`src/rtl/fexp_pkg.sv`:
```
`default_nettype none
package fexp_pkg;

  typedef struct packed {
    logic [31:0] x_bits;
    logic        last_in;
  } in_t;

  typedef struct packed {
    logic [31:0] y_bits;
    logic        last_out;
  } out_t;

  // one pipeline slot: valid, side band, override result, working registers
  typedef struct packed {
    logic        valid;
    logic        last;
    logic        ovr;
    logic [31:0] ovr_bits;
    logic [31:0] acc;
    logic [31:0] t;
    logic [31:0] pow2;
  } pipe_t;

  typedef enum logic {OP_MUL, OP_ADD} fop_t;
  typedef enum logic [1:0] {SRC_CONST, SRC_T, SRC_ACC, SRC_POW2} src_t;

  localparam logic [31:0] F_Q       = 32'h3EB8AA3B; // log2(e) * 0.25
  localparam logic [31:0] F_LN2     = 32'h3F317218;
  localparam logic [31:0] F_HALF    = 32'h3F000000;
  localparam logic [31:0] F_FIFTH   = 32'h3E4CCCCD;
  localparam logic [31:0] F_QUARTER = 32'h3E800000;
  localparam logic [31:0] F_THIRD   = 32'h3EAAAAAB;
  localparam logic [31:0] F_ONE     = 32'h3F800000;
  localparam logic [31:0] F_PINF    = 32'h7F800000;
  localparam logic [31:0] F_QNAN    = 32'h00400000;
  localparam logic [31:0] F_ZLIM    = 32'h42800000; // 64.0

  localparam int NOPS = 21;
  localparam int LAT  = NOPS + 1;

  // operation table; the floor stage sits between entry 0 and entry 1
  localparam fop_t OP_TAB [NOPS] = '{
    OP_MUL, OP_ADD, OP_MUL, OP_MUL, OP_MUL, OP_ADD, OP_MUL, OP_MUL, OP_ADD, OP_MUL,
    OP_MUL, OP_ADD, OP_MUL, OP_MUL, OP_ADD, OP_MUL, OP_ADD, OP_MUL, OP_MUL, OP_MUL,
    OP_MUL};
  localparam src_t SRC_TAB [NOPS] = '{
    SRC_CONST, SRC_T, SRC_CONST, SRC_CONST, SRC_CONST, SRC_CONST, SRC_T, SRC_CONST,
    SRC_CONST, SRC_T, SRC_CONST, SRC_CONST, SRC_T, SRC_CONST, SRC_CONST, SRC_T,
    SRC_CONST, SRC_ACC, SRC_POW2, SRC_ACC, SRC_ACC};
  localparam logic [31:0] CONST_TAB [NOPS] = '{
    F_Q, F_ONE, F_HALF, F_LN2, F_FIFTH, F_ONE, F_ONE, F_QUARTER, F_ONE, F_ONE,
    F_THIRD, F_ONE, F_ONE, F_HALF, F_ONE, F_ONE, F_ONE, F_ONE, F_ONE, F_ONE, F_ONE};
  localparam logic WRT_TAB [NOPS] = '{
    1'b0, 1'b0, 1'b0, 1'b1, 1'b0, 1'b0, 1'b0, 1'b0, 1'b0, 1'b0,
    1'b0, 1'b0, 1'b0, 1'b0, 1'b0, 1'b0, 1'b0, 1'b0, 1'b0, 1'b0, 1'b0};

  function automatic logic [5:0] lzc50(input logic [49:0] v);
    logic [5:0] n;
    n = 6'd50;
    for (int i = 0; i < 50; i++) begin
      if (v[i]) n = 6'(49 - i);
    end
    return n;
  endfunction

  // round to nearest even and pack; sig has its leading one at bit 47
  function automatic logic [31:0] round_pack(input logic sgn, input logic signed [11:0] e,
                                             input logic [47:0] sig);
    logic signed [11:0] tmp;
    logic [5:0]  sh;
    logic [7:0]  ef;
    logic [47:0] m;
    logic        stk;
    logic        inc;
    logic [30:0] mag;
    tmp = 12'sd1 - e;
    if (e >= 12'sd1) begin
      sh = 6'd0;
      ef = e[7:0];
    end else begin
      sh = (tmp > 12'sd48) ? 6'd48 : tmp[5:0];
      ef = 8'd0;
    end
    m   = sig >> sh;
    stk = (|(sig & ((48'd1 << sh) - 48'd1))) | (|m[22:0]);
    inc = m[23] & (stk | m[24]);
    mag = {ef, m[46:24]} + {30'd0, inc};
    if (e >= 12'sd255) return {sgn, 8'hFF, 23'd0};
    return {sgn, mag};
  endfunction

  function automatic logic [31:0] fmul(input logic [31:0] a, input logic [31:0] b);
    logic        s;
    logic [7:0]  ea, eb;
    logic [23:0] ma, mb;
    logic [47:0] p;
    logic [5:0]  lz;
    logic signed [11:0] e;
    s  = a[31] ^ b[31];
    ea = (a[30:23] == 8'd0) ? 8'd1 : a[30:23];
    eb = (b[30:23] == 8'd0) ? 8'd1 : b[30:23];
    ma = {a[30:23] != 8'd0, a[22:0]};
    mb = {b[30:23] != 8'd0, b[22:0]};
    p  = ma * mb;
    lz = lzc50({p, 2'b00});
    e  = $signed({4'd0, ea}) + $signed({4'd0, eb}) - 12'sd126 - $signed({6'd0, lz});
    if (a[30:23] == 8'hFF || b[30:23] == 8'hFF) return {s, 8'hFF, 23'd0};
    if (p == 48'd0) return {s, 31'd0};
    return round_pack(s, e, p << lz);
  endfunction

  function automatic logic [31:0] fadd(input logic [31:0] a, input logic [31:0] b);
    logic [31:0] big, sml;
    logic [7:0]  ea, eb, d;
    logic [23:0] ma, mb;
    logic [47:0] b0, bs;
    logic        stk;
    logic [49:0] av, bv, sv, sn;
    logic [5:0]  lz;
    logic signed [11:0] e;
    if (b[30:0] > a[30:0]) begin
      big = b;
      sml = a;
    end else begin
      big = a;
      sml = b;
    end
    ea = (big[30:23] == 8'd0) ? 8'd1 : big[30:23];
    eb = (sml[30:23] == 8'd0) ? 8'd1 : sml[30:23];
    ma = {big[30:23] != 8'd0, big[22:0]};
    mb = {sml[30:23] != 8'd0, sml[22:0]};
    d  = ea - eb;
    b0 = {mb, 24'd0};
    if (d >= 8'd48) begin
      bs  = 48'd0;
      stk = |b0;
    end else begin
      bs  = b0 >> d;
      stk = |(b0 & ((48'd1 << d) - 48'd1));
    end
    av = {1'b0, ma, 25'd0};
    bv = {1'b0, bs, stk};
    sv = (big[31] ^ sml[31]) ? (av - bv) : (av + bv);
    lz = lzc50(sv);
    sn = sv << lz;
    e  = $signed({4'd0, ea}) + 12'sd1 - $signed({6'd0, lz});
    if (a[30:23] == 8'hFF) return a;
    if (b[30:23] == 8'hFF) return b;
    if (a[30:0] == 31'd0 && b[30:0] == 31'd0) return {a[31] & b[31], 31'd0};
    if (a[30:0] == 31'd0) return b;
    if (b[30:0] == 31'd0) return a;
    if (sv == 50'd0) return 32'd0;
    return round_pack(big[31], e, {sn[49:3], |sn[2:0]});
  endfunction

endpackage
`default_nettype wire

```
`src/rtl/fexp_floor.sv`:
```
`default_nettype none
module fexp_floor (
  input  wire logic            clk,
  input  wire logic            rst_n,
  input  wire fexp_pkg::pipe_t i_pipe,
  output fexp_pkg::pipe_t      o_pipe
);

  fexp_pkg::pipe_t pipe_r, pipe_nxt;
  logic [31:0] z;
  logic [23:0] mant;
  logic [2:0]  k;
  logic [4:0]  rs;
  logic [6:0]  ip;
  logic        fr;
  logic [7:0]  n;
  logic [6:0]  mag;
  logic [2:0]  pos;
  logic [22:0] frac;

  always_comb begin
    z    = i_pipe.acc;
    mant = {1'b1, z[22:0]};
    k    = (z[30:23] > 8'd133) ? 3'd6 : 3'(z[30:23] - 8'd127);
    rs   = 5'd23 - {2'd0, k};
    if (z[30:23] < 8'd127) begin
      ip = 7'd0;
      fr = (z[30:0] != 31'd0);
    end else begin
      ip = 7'(mant >> rs);
      fr = |(mant & ((24'd1 << rs) - 24'd1));
    end
    // floor: round toward minus infinity for negative values
    n   = z[31] ? (8'd0 - {1'd0, ip} - {7'd0, fr}) : {1'd0, ip};
    mag = n[7] ? 7'(8'd0 - n) : n[6:0];
    pos = 3'd0;
    for (int i = 0; i < 7; i++) begin
      if (mag[i]) pos = 3'(i);
    end
    frac = 23'({16'd0, mag} << (5'd23 - {2'd0, pos}));

    pipe_nxt       = i_pipe;
    // drop the slot while in reset
    pipe_nxt.valid = i_pipe.valid & rst_n;
    pipe_nxt.pow2  = {1'b0, n + 8'd127, 23'd0};
    // negated float(n); a zero n gives -0 so that -0 - 0 stays -0
    if (mag == 7'd0) pipe_nxt.t = {1'b1, 31'd0};
    else pipe_nxt.t = {~n[7], 8'd127 + {5'd0, pos}, frac};
    if (!i_pipe.ovr) begin
      if (!z[31] && z[30:0] >= fexp_pkg::F_ZLIM[30:0]) begin
        pipe_nxt.ovr      = 1'b1;
        pipe_nxt.ovr_bits = fexp_pkg::F_PINF;
      end else if (z[31] && z[30:0] > fexp_pkg::F_ZLIM[30:0]) begin
        pipe_nxt.ovr      = 1'b1;
        pipe_nxt.ovr_bits = 32'd0;
      end
    end
  end

  always_ff @(posedge clk) begin
    pipe_r <= pipe_nxt;
  end

  assign o_pipe = pipe_r;

endmodule
`default_nettype wire

```
`config.mk`:
```
export PLATFORM = sky130hd
export DESIGN_NAME = fexp_floor
export DESIGN_NICKNAME = d
export VERILOG_FILES = /design/src/rtl/fexp_pkg.sv /design/src/rtl/fexp_floor.sv
export SDC_FILE = /design/constraint.sdc
export NUM_CORES = 1
export LEC_CHECK = 0
export BUFFER_PORTS_ARGS = -buffer_cell sky130_fd_sc_hd__buf_2
export CAP_MARGIN = 20
export CELL_PAD_IN_SITES_DETAIL_PLACEMENT = 1
export CELL_PAD_IN_SITES_GLOBAL_PLACEMENT = 1
export CORE_MARGIN = 2
export CORE_UTILIZATION = 33
export DETAILED_ROUTE_END_ITERATION = 10
export PLACE_DENSITY = 0.91
export SYNTH_ARGS = -nofsm -noshare
export SYNTH_HDL_FRONTEND = slang
export SYNTH_SLANG_ARGS = --single-unit
```
`constraint.sdc`:
```
create_clock -name clk -period 8.27 [get_ports clk]
set_input_delay 0.4135 -clock clk [delete_from_list [all_inputs] [get_ports clk]]
set_output_delay 0.4135 -clock clk [all_outputs]
set_load 0.02 [all_outputs]
```
==> summary.txt <==
Synthesis
  – #FFs+latches synth: 89
  – Async SR Flop Fraction: 0%
  – Dominant synthesized flop cell: dfxtp_1
  – Synthesized area: 0.00429 sq mm
  – Distinct cells, synth: 78
  – Synth warn: 0
  – Post-Syn Area per Cell: 9.23 sq um
  – Synth Instances: 465
  – Post-synth EDFFs: 0
  – Sequential share of the synthesized area: 41.5%

STA
  – Fin Hold WS: 193 ps
  – Fin crit period: 6100 ps
  – Count of final hold-check violations: 0
  – Fmax: 164 MHz
  – Final TNS setup: 0 ps
  – Worst slew margin: 31.5%
  – Final setup viols: 0
  – Fin. max-slew vios: 0
  – Final Cycle Share: 73.7%
  – Worst Max-Slew Pin Slew: 1030 ps
  – Unrepaired setup endpoints after global routing: false

Detailed routing
  – DRT Wirelength: 12700 microns
  – Vias: 3944
  – DRT iter0 DRCs: 283
  – Via density: 4.98
  – Final ANT Viol Nets: 0
  – Drt first pass iters: 4
  – Post-route DRC violation count: 0
  – Routed WL per cell: 16.0 microns

Setup path
  – Max incr delay on CP: 720 ps
  – Startpoint Class: input port
  – Critical Path Start: i_pipe[87]
  – Data arrival, critical path: 6370 ps
  – Crit-path most repeated cell: ha_1
  – Required time worst endpoint: 8540 ps
  – Slowest CP cell: a211oi_2
  – Buf+Inv Stages, Crit Path: 3
  – Setup Crit Path Kind: input port to flop
  – Setup crit end kind: flop
  – Top Family by Delay on Critical Path: compound AO/OA/AOI/OAI gates
  – CP max FO: 15

Clock tree
  – Total CTS buffers: 9
  – Num Clock Sinks: 89
  – Post-CTS resize count: 0
  – Post-CTS setup buffer count: 0
  – H-tree depth: 3
  – Hold_buf cts: 0
  – Root buf cell: clkbuf_16
  – Clock transition time at the flip-flop clock pins of the worst setup and hold paths: 60 ps
  – CTS max path bufs: 2
  – CTS tree: yes

GRT
  – Overall Global Routing Usage: 18.1%
  – Antenna violations before repair: 0
  – First-pass GRT wire length: 20500 microns
  – Largest net degree at the start of global routing: 33
  – Total grt overflow: 0
  – Vias in the first global route: 4023

Placement
  – Placer congestion estimate: 0.892
  – Detail Placement HPWL: 9760 microns
  – Buffers on Ports: 159

Floorplan
  – Starting density of the core: 33.9%
  – Die W: 118 microns
  – Full die area: 0.0139 sq mm
  – Core ar.: 0.0127 sq mm
  – Die H: 118 microns
  – FP Rows: 41
  – I/O Pins: 264

Job
  – Max-cap violations: 0

Cells and area
  – Layout Nets: 762
  – P&R area growth vs syn: 24.6%
  – Ant diodes: 0
  – Most common cell after layout, fill and taps aside: buf_2
  – Max FFs per register: 89
  – Commonest cells after routing, fill and taps aside: buf_2 (159), dfxtp_1 (89), nand2_1 (41), conb_1 (41), nor2_1 (36)
  – Layout cells sized above 1: 31.5%

Power and ir drop
  – Pwr Total: 0.00132 W
  – Leakage: 2.60 nW
  – Maximum vdd ir drop: 0.0858 mV
  – Cell Pwr Density: 247 mW/mm^2

Worst hold path
  – Hold path startpoint: i_pipe[129]
  – Hold Crit Class: input port to flop

Status
  – Run status: completed
==> path summary, 6_finish.rpt <==
check                              endpoint  cells after the start  slack [ps]
worst min-delay path    o_pipe[129]$_DFF_P_                      1         190
worst max-delay path  o_pipe[57]$_SDFF_PN0_                     25        2170
==> stage by stage <==
step           cells  cell area [sq um]  setup WS [ps]  utilization (%)
4_1_cts          792               5350           2260             42.2
5_1_grt          792               5350           1550             42.2
6_report         792               5350           2170             42.2
2_1_floorplan    505               4440           3100                -
3_5_place_dp     776               5070           1950             40.0
3_3_place_gp     776               5070           2110             40.0
==> routing by layer <==
metal | share of wire, % | routed length [microns] | global-route usage, % | up-vias
li1 | - | - | - | 1885
met1 | 41 | 5220 | 21.0 | 1851
met2 | 50 | 6370 | 32.3 | 189
met3 | 6.4 | 807 | 4.17 | 19
met4 | 2.3 | 292 | 6.70 | 0
met5 | 0 | 0 | 0 | -
==> logic make-up (layout without fill, tap and decap cells) <==
logic type | count (synthesis) | in the layout | synth area share, %
AND/OR/NAND/NOR | 166 | 166 | 20.5
XOR/XNOR | 13 | 13 | 3.09
adder cells (fa/ha/maj) | 14 | 14 | 4.08
buffers and inverters | 75 | 190 | 10.3
multiplexers | 8 | 8 | 1.90
flip-flops | 89 | 89 | 41.5
AO/OA/AOI/OAI | 99 | 99 | 18.5
other | 1 | 41 | 0.0874
==> power by group <==
group          switching (W)  internal (W)  total (W)
logic               0.000291      0.000155   0.000446
registers          0.0000134      0.000484   0.000498
clock network       0.000166      0.000212   0.000378
==> cells in the mapped netlist, types with 9 or more instances <==
library cell,count,area (sq um)
a21oi_1,16,80.1
and2_1,9,56.3
and3_1,25,156
buf_4,42,315
clkbuf_1,15,56.3
dfxtp_1,89,1780
ha_1,14,175
inv_1,14,52.6
nand2_1,41,154
nor2_1,36,135
nor3_1,9,45.0
nor4_1,9,56.3
==> final cells by class <==
type / count / area [sq um]
fillers: 1521 / 7320
flip-flops and latches: 89 / 1780
clock inverters: 6 / 40.0
multi-input cells: 341 / 2220
clock buffers: 10 / 239
inverters: 15 / 56.3
repair buffers: 159 / 796
well taps: 172 / 215
Power figures use the tool's default switching activity.
