**src/rtl/fexp_pkg.sv**
```systemverilog
`default_nettype none
package fexp_pkg;

  typedef struct packed {
    logic [31:0] x_bits;
    logic        last_in;
  } in_t;

  typedef struct packed {
    logic [31:0] y_bits;
    logic        last_out;
  } out_t;

  // one pipeline slot: valid, side band, override result, working registers
  typedef struct packed {
    logic        valid;
    logic        last;
    logic        ovr;
    logic [31:0] ovr_bits;
    logic [31:0] acc;
    logic [31:0] t;
    logic [31:0] pow2;
  } pipe_t;

  typedef enum logic {OP_MUL, OP_ADD} fop_t;
  typedef enum logic [1:0] {SRC_CONST, SRC_T, SRC_ACC, SRC_POW2} src_t;

  localparam logic [31:0] F_Q       = 32'h3EB8AA3B; // log2(e) * 0.25
  localparam logic [31:0] F_LN2     = 32'h3F317218;
  localparam logic [31:0] F_HALF    = 32'h3F000000;
  localparam logic [31:0] F_FIFTH   = 32'h3E4CCCCD;
  localparam logic [31:0] F_QUARTER = 32'h3E800000;
  localparam logic [31:0] F_THIRD   = 32'h3EAAAAAB;
  localparam logic [31:0] F_ONE     = 32'h3F800000;
  localparam logic [31:0] F_PINF    = 32'h7F800000;
  localparam logic [31:0] F_QNAN    = 32'h00400000;
  localparam logic [31:0] F_ZLIM    = 32'h42800000; // 64.0

  localparam int NOPS = 21;
  localparam int LAT  = NOPS + 1;

  // operation table; the floor stage sits between entry 0 and entry 1
  localparam fop_t OP_TAB [NOPS] = '{
    OP_MUL, OP_ADD, OP_MUL, OP_MUL, OP_MUL, OP_ADD, OP_MUL, OP_MUL, OP_ADD, OP_MUL,
    OP_MUL, OP_ADD, OP_MUL, OP_MUL, OP_ADD, OP_MUL, OP_ADD, OP_MUL, OP_MUL, OP_MUL,
    OP_MUL};
  localparam src_t SRC_TAB [NOPS] = '{
    SRC_CONST, SRC_T, SRC_CONST, SRC_CONST, SRC_CONST, SRC_CONST, SRC_T, SRC_CONST,
    SRC_CONST, SRC_T, SRC_CONST, SRC_CONST, SRC_T, SRC_CONST, SRC_CONST, SRC_T,
    SRC_CONST, SRC_ACC, SRC_POW2, SRC_ACC, SRC_ACC};
  localparam logic [31:0] CONST_TAB [NOPS] = '{
    F_Q, F_ONE, F_HALF, F_LN2, F_FIFTH, F_ONE, F_ONE, F_QUARTER, F_ONE, F_ONE,
    F_THIRD, F_ONE, F_ONE, F_HALF, F_ONE, F_ONE, F_ONE, F_ONE, F_ONE, F_ONE, F_ONE};
  localparam logic WRT_TAB [NOPS] = '{
    1'b0, 1'b0, 1'b0, 1'b1, 1'b0, 1'b0, 1'b0, 1'b0, 1'b0, 1'b0,
    1'b0, 1'b0, 1'b0, 1'b0, 1'b0, 1'b0, 1'b0, 1'b0, 1'b0, 1'b0, 1'b0};

  function automatic logic [5:0] lzc50(input logic [49:0] v);
    logic [5:0] n;
    n = 6'd50;
    for (int i = 0; i < 50; i++) begin
      if (v[i]) n = 6'(49 - i);
    end
    return n;
  endfunction

  // round to nearest even and pack; sig has its leading one at bit 47
  function automatic logic [31:0] round_pack(input logic sgn, input logic signed [11:0] e,
                                             input logic [47:0] sig);
    logic signed [11:0] tmp;
    logic [5:0]  sh;
    logic [7:0]  ef;
    logic [47:0] m;
    logic        stk;
    logic        inc;
    logic [30:0] mag;
    tmp = 12'sd1 - e;
    if (e >= 12'sd1) begin
      sh = 6'd0;
      ef = e[7:0];
    end else begin
      sh = (tmp > 12'sd48) ? 6'd48 : tmp[5:0];
      ef = 8'd0;
    end
    m   = sig >> sh;
    stk = (|(sig & ((48'd1 << sh) - 48'd1))) | (|m[22:0]);
    inc = m[23] & (stk | m[24]);
    mag = {ef, m[46:24]} + {30'd0, inc};
    if (e >= 12'sd255) return {sgn, 8'hFF, 23'd0};
    return {sgn, mag};
  endfunction

  function automatic logic [31:0] fmul(input logic [31:0] a, input logic [31:0] b);
    logic        s;
    logic [7:0]  ea, eb;
    logic [23:0] ma, mb;
    logic [47:0] p;
    logic [5:0]  lz;
    logic signed [11:0] e;
    s  = a[31] ^ b[31];
    ea = (a[30:23] == 8'd0) ? 8'd1 : a[30:23];
    eb = (b[30:23] == 8'd0) ? 8'd1 : b[30:23];
    ma = {a[30:23] != 8'd0, a[22:0]};
    mb = {b[30:23] != 8'd0, b[22:0]};
    p  = ma * mb;
    lz = lzc50({p, 2'b00});
    e  = $signed({4'd0, ea}) + $signed({4'd0, eb}) - 12'sd126 - $signed({6'd0, lz});
    if (a[30:23] == 8'hFF || b[30:23] == 8'hFF) return {s, 8'hFF, 23'd0};
    if (p == 48'd0) return {s, 31'd0};
    return round_pack(s, e, p << lz);
  endfunction

  function automatic logic [31:0] fadd(input logic [31:0] a, input logic [31:0] b);
    logic [31:0] big, sml;
    logic [7:0]  ea, eb, d;
    logic [23:0] ma, mb;
    logic [47:0] b0, bs;
    logic        stk;
    logic [49:0] av, bv, sv, sn;
    logic [5:0]  lz;
    logic signed [11:0] e;
    if (b[30:0] > a[30:0]) begin
      big = b;
      sml = a;
    end else begin
      big = a;
      sml = b;
    end
    ea = (big[30:23] == 8'd0) ? 8'd1 : big[30:23];
    eb = (sml[30:23] == 8'd0) ? 8'd1 : sml[30:23];
    ma = {big[30:23] != 8'd0, big[22:0]};
    mb = {sml[30:23] != 8'd0, sml[22:0]};
    d  = ea - eb;
    b0 = {mb, 24'd0};
    if (d >= 8'd48) begin
      bs  = 48'd0;
      stk = |b0;
    end else begin
      bs  = b0 >> d;
      stk = |(b0 & ((48'd1 << d) - 48'd1));
    end
    av = {1'b0, ma, 25'd0};
    bv = {1'b0, bs, stk};
    sv = (big[31] ^ sml[31]) ? (av - bv) : (av + bv);
    lz = lzc50(sv);
    sn = sv << lz;
    e  = $signed({4'd0, ea}) + 12'sd1 - $signed({6'd0, lz});
    if (a[30:23] == 8'hFF) return a;
    if (b[30:23] == 8'hFF) return b;
    if (a[30:0] == 31'd0 && b[30:0] == 31'd0) return {a[31] & b[31], 31'd0};
    if (a[30:0] == 31'd0) return b;
    if (b[30:0] == 31'd0) return a;
    if (sv == 50'd0) return 32'd0;
    return round_pack(big[31], e, {sn[49:3], |sn[2:0]});
  endfunction

endpackage
`default_nettype wire

```
**src/rtl/fexp_fop.sv**
```systemverilog
`default_nettype none
module fexp_fop #(
  parameter fexp_pkg::fop_t    OP   = fexp_pkg::OP_MUL,
  parameter fexp_pkg::src_t    SRC  = fexp_pkg::SRC_CONST,
  parameter logic [31:0]       KVAL = fexp_pkg::F_ONE,
  parameter logic              WRT  = 1'b0
) (
  input  wire logic            clk,
  input  wire logic            rst_n,
  input  wire fexp_pkg::pipe_t i_pipe,
  output fexp_pkg::pipe_t      o_pipe
);

  fexp_pkg::pipe_t pipe_r, pipe_nxt;
  logic [31:0]     opb;
  logic [31:0]     res;

  always_comb begin
    case (SRC)
      fexp_pkg::SRC_T:    opb = i_pipe.t;
      fexp_pkg::SRC_ACC:  opb = i_pipe.acc;
      fexp_pkg::SRC_POW2: opb = i_pipe.pow2;
      default:            opb = KVAL;
    endcase
    if (OP == fexp_pkg::OP_MUL) res = fexp_pkg::fmul(i_pipe.acc, opb);
    else res = fexp_pkg::fadd(i_pipe.acc, opb);
    pipe_nxt       = i_pipe;
    // drop the slot while in reset
    pipe_nxt.valid = i_pipe.valid & rst_n;
    pipe_nxt.acc   = res;
    if (WRT) pipe_nxt.t = res;
  end

  always_ff @(posedge clk) begin
    pipe_r <= pipe_nxt;
  end

  assign o_pipe = pipe_r;

endmodule
`default_nettype wire

```
**config.mk**
```make
export PLATFORM = sky130hd
export DESIGN_NAME = fexp_fop
export DESIGN_NICKNAME = d
export VERILOG_FILES = /design/src/rtl/fexp_pkg.sv /design/src/rtl/fexp_fop.sv
export SDC_FILE = /design/constraint.sdc
export NUM_CORES = 1
export LEC_CHECK = 0
export BUFFER_PORTS_ARGS = -buffer_cell sky130_fd_sc_hd__buf_2
export CAP_MARGIN = 40
export CORE_ASPECT_RATIO = 1.1
export CORE_UTILIZATION = 35
export DETAILED_ROUTE_END_ITERATION = 7
export GPL_TIMING_DRIVEN = 0
export SETUP_SLACK_MARGIN = 0.3
export SLEW_MARGIN = 25
export SYNTH_ARGS = -nofsm -noshare
export SYNTH_HDL_FRONTEND = slang
export SYNTH_SLANG_ARGS = --single-unit
```
**constraint.sdc**
```tcl
create_clock -name clk -period 12.5 [get_ports clk]
set_clock_uncertainty 0.1 [all_clocks]
set_input_delay 0.625 -clock clk [delete_from_list [all_inputs] [get_ports clk]]
set_output_delay 0.625 -clock clk [all_outputs]
set_load 0.005 [all_outputs]
```
==> results of run 1 <==
[cell type report]
cell class              count  area share [%]
plain buffers              67           3.012
well taps                 310           3.484
flip-flops and latches    131           23.56
repair buffers            260           11.69
clock inverters            15           1.427
multi-input cells         918           52.20
inverters                  24          0.8093
clock buffers              17           3.822
[worst paths after layout]
check	slack (ns)	end	depth (start not counted)
worst max-delay path	2.93	o_pipe[82]	28
worst min-delay path	0.21	o_pipe[50]	1
[power by group through the flow]
| stage | combinational (uW) | clock (uW) | sequential [uW] |
|---|---|---|---|
| floorplan | 244 | 0 | 481 |
| global placement | 415 | 0 | 474 |
| detailed placement | 416 | 0 | 475 |
| CTS | 417 | 494 | 466 |
| global route | 460 | 515 | 469 |
| finish | 432 | 486 | 465 |
[layout by cell type (no fill, tap or decap), drive strengths merged, types with 11 or more instances in the layout]
master,instances
o211ai,13
clkbuf,53
a31oi,16
o32ai,11
or3,23
nor3,64
a21oi,88
o31ai,14
buf,291
nor2,112
nor4,18
o22ai,14
inv,34
a211oi,21
or4,13
nand2b,12
and3,15
nand4,17
a21o,12
o21ai,76
or2,12
a32oi,17
nand2,96
and2,18
nand3,59
mux2i,45
dfxtp,131
[stage by stage]
| step | utilization, % | hold slack, ns |
|---|---|---|
| CTS | 45.15 | 0.2024 |
| global placement | 42.59 | 0.6276 |
| floorplan | - | 0.5527 |
| global route | 45.21 | 0.1961 |
| finish | 45.21 | 0.2150 |
| detailed placement | 42.77 | 0.6286 |
[layer usage]
layer | vias to the layer above | GRT usage (%)
met3 | 128 | 4.045
met1 | 4977 | 38.29
met4 | 0 | 12.70
li1 | 4909 | -
met2 | 653 | 47.29
met5 | - | 0
[logic make-up (layout without fill, tap and decap cells)]
logic type      count (synthesis)  in the layout  synth area share (%)
xor+xnor                       12             12                 1.191
compound gates                361            361                 28.45
flops                         131            131                 29.71
mux                            53             53                 6.123
simple gates                  482            482                 28.21
buf+inv                        91            383                 4.819
fa+ha+maj                      10             10                 1.503
==> metrics.md, run 1 <==
| Metric | Value |
|---|---|
| Layout cells sized above 1 | 27.03% |
| Pin count of the biggest net entering global routing | 17 |
| Clock Pin Slew Worst Setup and Hold Paths | 0.07 ns |
| Ys async rst share | 0% |
| First-iteration detailed-routing DRC count | 1099 |
| Final Max Tran Viols | 0 |
| Full die area | 25860 um^2 |
| Number of global-route vias before repair | 9708 |
| Worst Max-Slew Pin Slew | 1.127 ns |
| CP Class | in2reg |
| Synth Warn # | 0 |
| Comb pwr share | 31.2% |
| Post-route setup slack | 2.934 ns |
| Total Power | 1383 uW |
| Sequential power share | 33.6% |
| DP HPWL | 31.39 mm |
| Setup_tns | 0 ns |
| IO Port Bufs | 254 |
| Finished layout cell area | 11130 um^2 |
| Status | complete, no violations |
| Hold_buf cts | 0 |
| CTS Buffer Depth | 2 |
| Max layer used | met4 |
| Worst setup SP type | input port |
| Area delta synth->final | 26.11% |
| M1 WL | 16.73 mm |
| All-Layer GR Usage | 29.04% |
| Total CTS buffers | 17 |
| Top cells by area, synth | dfxtp_1 (30%), mux2i_1 (5.1%), a21oi_1 (4.8%), nor2_1 (4.7%), nand2_1 (4.1%) |
| Most used DFF post-synth | dfxtp_1 |
| Crit-path leading delay family | simple AND/OR/NAND/NOR gates |
| Syn Nets | 1283 |
| # clock sinks | 131 |
| Period utilisation layout | 76.53% |
| Resized Gates After CTS | 0 |
| Max Cap Viol | 0 |
| Hold Path Class | in2reg |
| Initial Utilization | 35.85% |
| Crit-path most repeated cell | nand3_1 |
| Final setup vio count | 0 |
| Root Driver | clkbuf_16 |
| Clock Power Share | 35.1% |
| DR WL/cell | 22.78 um |
| NetSw | 491.6 uW |
| Inst Count DP | 1707 |
| H-tree levels | 4 |
| Cell Rows | 60 |
| Area post-placement | 10530 um^2 |
| Critical path's largest stage delay | 0.68 ns |
| Pwr dens | 124.3 nW/um^2 |
| Die Y | 168.6 um |
| Worst setup path start | i_pipe[87] |
| Synth top area share | 29.71% |
| Core footprint | 24620 um^2 |
| Cells after Synth | 1140 |
| Area of the multi-input gates | 5811 um^2 |
| Worst path arrival time | 9.76 ns |
| Final hold vios | 0 |
| Met2 routed WL | 18.06 mm |
| Worst setup EP type | flop |
| Gr ovfl total | 0 |
| Slew headroom | 24.90% |
| CTS tree | yes |
| Register area share after synthesis | 29.71% |
| Slowest CP cell | nor4_2 |
| EDFF count, synth | 0 |
| HP Start | i_pipe[50] |
| ANT nets after route | 0 |
| Buf/Inv on CP | 3 |
| Post-Layout Cell Count | 1742 |
| Area leader, netlist | dfxtp_1 |
| Number of vias per cell | 6.123 |
| Post-CTS Setup Inserts | 0 |
| Mean Syn Cell Area | 7.743 um^2 |
| # DRC | 0 |
| Max frequency | 0.1045 GHz |
| Via Count | 10667 |
| Mapped Area | 8827 um^2 |
| Largest register FFs | 131 |
| Critical Path RT | 12.69 ns |
| GP Congestion | 0.9898 |
| N_diodes | 0 |
| Die X | 153.4 um |
| Worst IR Drop VDD | 0.00009651 V |
| Register bit total from synthesis | 131 |
| Net Sw Frac | 35.53% |
| Top cells by count, synth | dfxtp_1 (131), nor2_1 (110), nand2_1 (96) |
| Worst Path Max Fanout | 10 |
| Post-Place Worst Slack | 2.702 ns |
| DRT Wirelength | 39.68 mm |
| RSZ-0062 raised after global routing | no |
| Most common cell in the netlist | dfxtp_1 |
| Ports | 264 |
| DR pass1 iterations | 6 |
| Nets@finish | 1562 |
| Leakage power | 0.004739 uW |
| Synth cell types | 97 |
| First-pass GRT wire length | 58.64 mm |
| Final min period | 9.566 ns |
| Pint | 891.9 uW |
| Fill count | 2632 |
| WL met3 | 3.192 mm |
| Initial antenna violation count | 0 |
| Seq. cell area | 2623 um^2 |
Power figures use the tool's default switching activity.
==> inputs of run 2 (changes only) <==
==> constraint.sdc (replaced) <==
create_clock -name clk -period 9.7 [get_ports clk]
set_clock_uncertainty 0.1 [all_clocks]
set_input_delay 0.485 -clock clk [delete_from_list [all_inputs] [get_ports clk]]
set_output_delay 0.485 -clock clk [all_outputs]
set_load 0.005 [all_outputs]
==> metrics.md, run 2 (same netlist as run 1, synthesis figures left out) <==
| Metric | Value |
|---|---|
| Number of vias per cell | 6.129 |
| Layout cells sized above 1 | 27.23% |
| GP Congestion | 0.9898 |
| Max frequency | 0.1134 GHz |
| Critical Path RT | 9.91 ns |
| Period utilisation layout | 90.92% |
| Worst path arrival time | 9.03 ns |
| Initial antenna violation count | 0 |
| IO Port Bufs | 254 |
| Slowest CP cell | nor3_2 |
| Sequential power share | 33.6% |
| Pint | 1151 uW |
| Cell Rows | 60 |
| Area post-placement | 10530 um^2 |
| Die X | 153.4 um |
| Critical path's largest stage delay | 0.63 ns |
| Worst setup SP type | input port |
| Worst IR Drop VDD | 0.0001246 V |
| CP Class | in2reg |
| Number of global-route vias before repair | 9708 |
| Slew headroom | 25.45% |
| Largest register FFs | 131 |
| Post-Layout Cell Count | 1742 |
| Final min period | 8.819 ns |
| Clock Pin Slew Worst Setup and Hold Paths | 0.07 ns |
| DRT Wirelength | 39.76 mm |
| DR WL/cell | 22.82 um |
| # clock sinks | 131 |
| CTS Buffer Depth | 2 |
| Status | complete, no violations |
| Hold path depth | 1 |
| Area delta synth->final | 26.66% |
| Gr ovfl total | 0 |
| Core footprint | 24620 um^2 |
| CTS tree | yes |
| Net Sw Frac | 35.56% |
| Max Cap Viol | 0 |
| NetSw | 634.8 uW |
| Pwr dens | 159.7 nW/um^2 |
| Finished layout cell area | 11180 um^2 |
| Setup_tns | 0 ns |
| Worst Path Max Fanout | 10 |
| Worst setup EP type | flop |
| Pin count of the biggest net entering global routing | 17 |
| First-iteration detailed-routing DRC count | 1131 |
| Most frequent cells in the layout | buf_2 (279), dfxtp_1 (131), nor2_1 (110), nand2_1 (96), a21oi_1 (85) |
| All-Layer GR Usage | 29.04% |
| Leakage power | 0.004764 uW |
| Clock Power Share | 35.1% |
| ANT nets after route | 0 |
| Final hold vios | 0 |
| Final setup vio count | 0 |
| Most common cell after layout, fill and taps aside | buf_2 |
| Hold Path Class | in2reg |
| Inst Count DP | 1707 |
| H-tree levels | 4 |
| Fill count | 2630 |
| Full die area | 25860 um^2 |
| Nets@finish | 1562 |
| Comb pwr share | 31.4% |
| DR pass1 iterations | 6 |
| Worst Max-Slew Pin Slew | 1.118 ns |
| Crit-path leading delay family | simple AND/OR/NAND/NOR gates |
| RSZ-0062 raised after global routing | no |
| N_diodes | 0 |
| # DRC | 0 |
| Root Driver | clkbuf_16 |
| Total CTS buffers | 17 |
| Final Max Tran Viols | 0 |
| Die Y | 168.6 um |
| Initial Utilization | 35.85% |
| Final core occ | 45.41% |
| Ports | 264 |
| DP HPWL | 31.39 mm |
| Via Count | 10677 |
| Buf/Inv on CP | 4 |
| First-pass GRT wire length | 58.64 mm |
| Critical path depth | 29 |
## run 2: cell types whose count changed in the layout (fill, tap and decap cells not counted)
cell     previous run  this run
a32oi_1            16        14
nor4_2              4         3
nor4_4              0         1
nor3_2              5         4
a32oi_4             0         1
nor3_4              2         3
a32oi_2             1         2
xnor2_1             8         7
xnor2_2             1         2
## run 2: timing repair
action | in CTS | in global routing
hold buffers | 0 | 0
setup buffers | 0 | 0
setup endpoints to repair | 0 | 11
gates resized for setup | 0 | 6
## run 2: area by class of cell
| type | instances | area, um^2 | area share, % |
|---|---|---|---|
| flip-flops and latches | 131 | 2623 | 23.46 |
| clock inverters | 15 | 158.9 | 1.421 |
| well taps | 310 | 387.9 | 3.469 |
| inverters | 24 | 90.09 | 0.8057 |
| clock buffers | 17 | 425.4 | 3.805 |
| multi-input cells | 918 | 5859 | 52.41 |
| repair buffers | 260 | 1301 | 11.64 |
| plain buffers | 67 | 335.3 | 2.999 |
## run 2: layer usage
metal | part of all wire (%) | GRT usage [%]
met1 | 42 | 38.29
met2 | 45 | 47.29
met3 | 7.6 | 4.045
met4 | 4.5 | 12.70
met5 | 0 | 0
## run 2: final timing paths
path / from / end / slack (ns)
min: i_pipe[40] / o_pipe[40] / 0.07
max: i_pipe[64] / o_pipe[90] / 0.88
## run 2: through the flow
step / setup WS, ns / hold slack (ns) / total power (uW)
after floorplan: 2.423 / 0.4127 / 934.3
after global placement: -0.5650 / 0.4876 / 1146
after detailed placement: 0.04220 / 0.4886 / 1148
after CTS: 0.4303 / 0.06243 / 1775
after global routing: 0.3573 / 0.05610 / 1864
final: 0.8810 / 0.07384 / 1785
## run 2: power groups by stage
stage,combinational [uW],sequential (uW),clock (uW)
2_1_floorplan,314,620,0
3_3_place_gp,535,610,0
3_5_place_dp,536,612,0
4_1_cts,538,600,636
5_1_grt,597,604,664
6_report,560,600,626
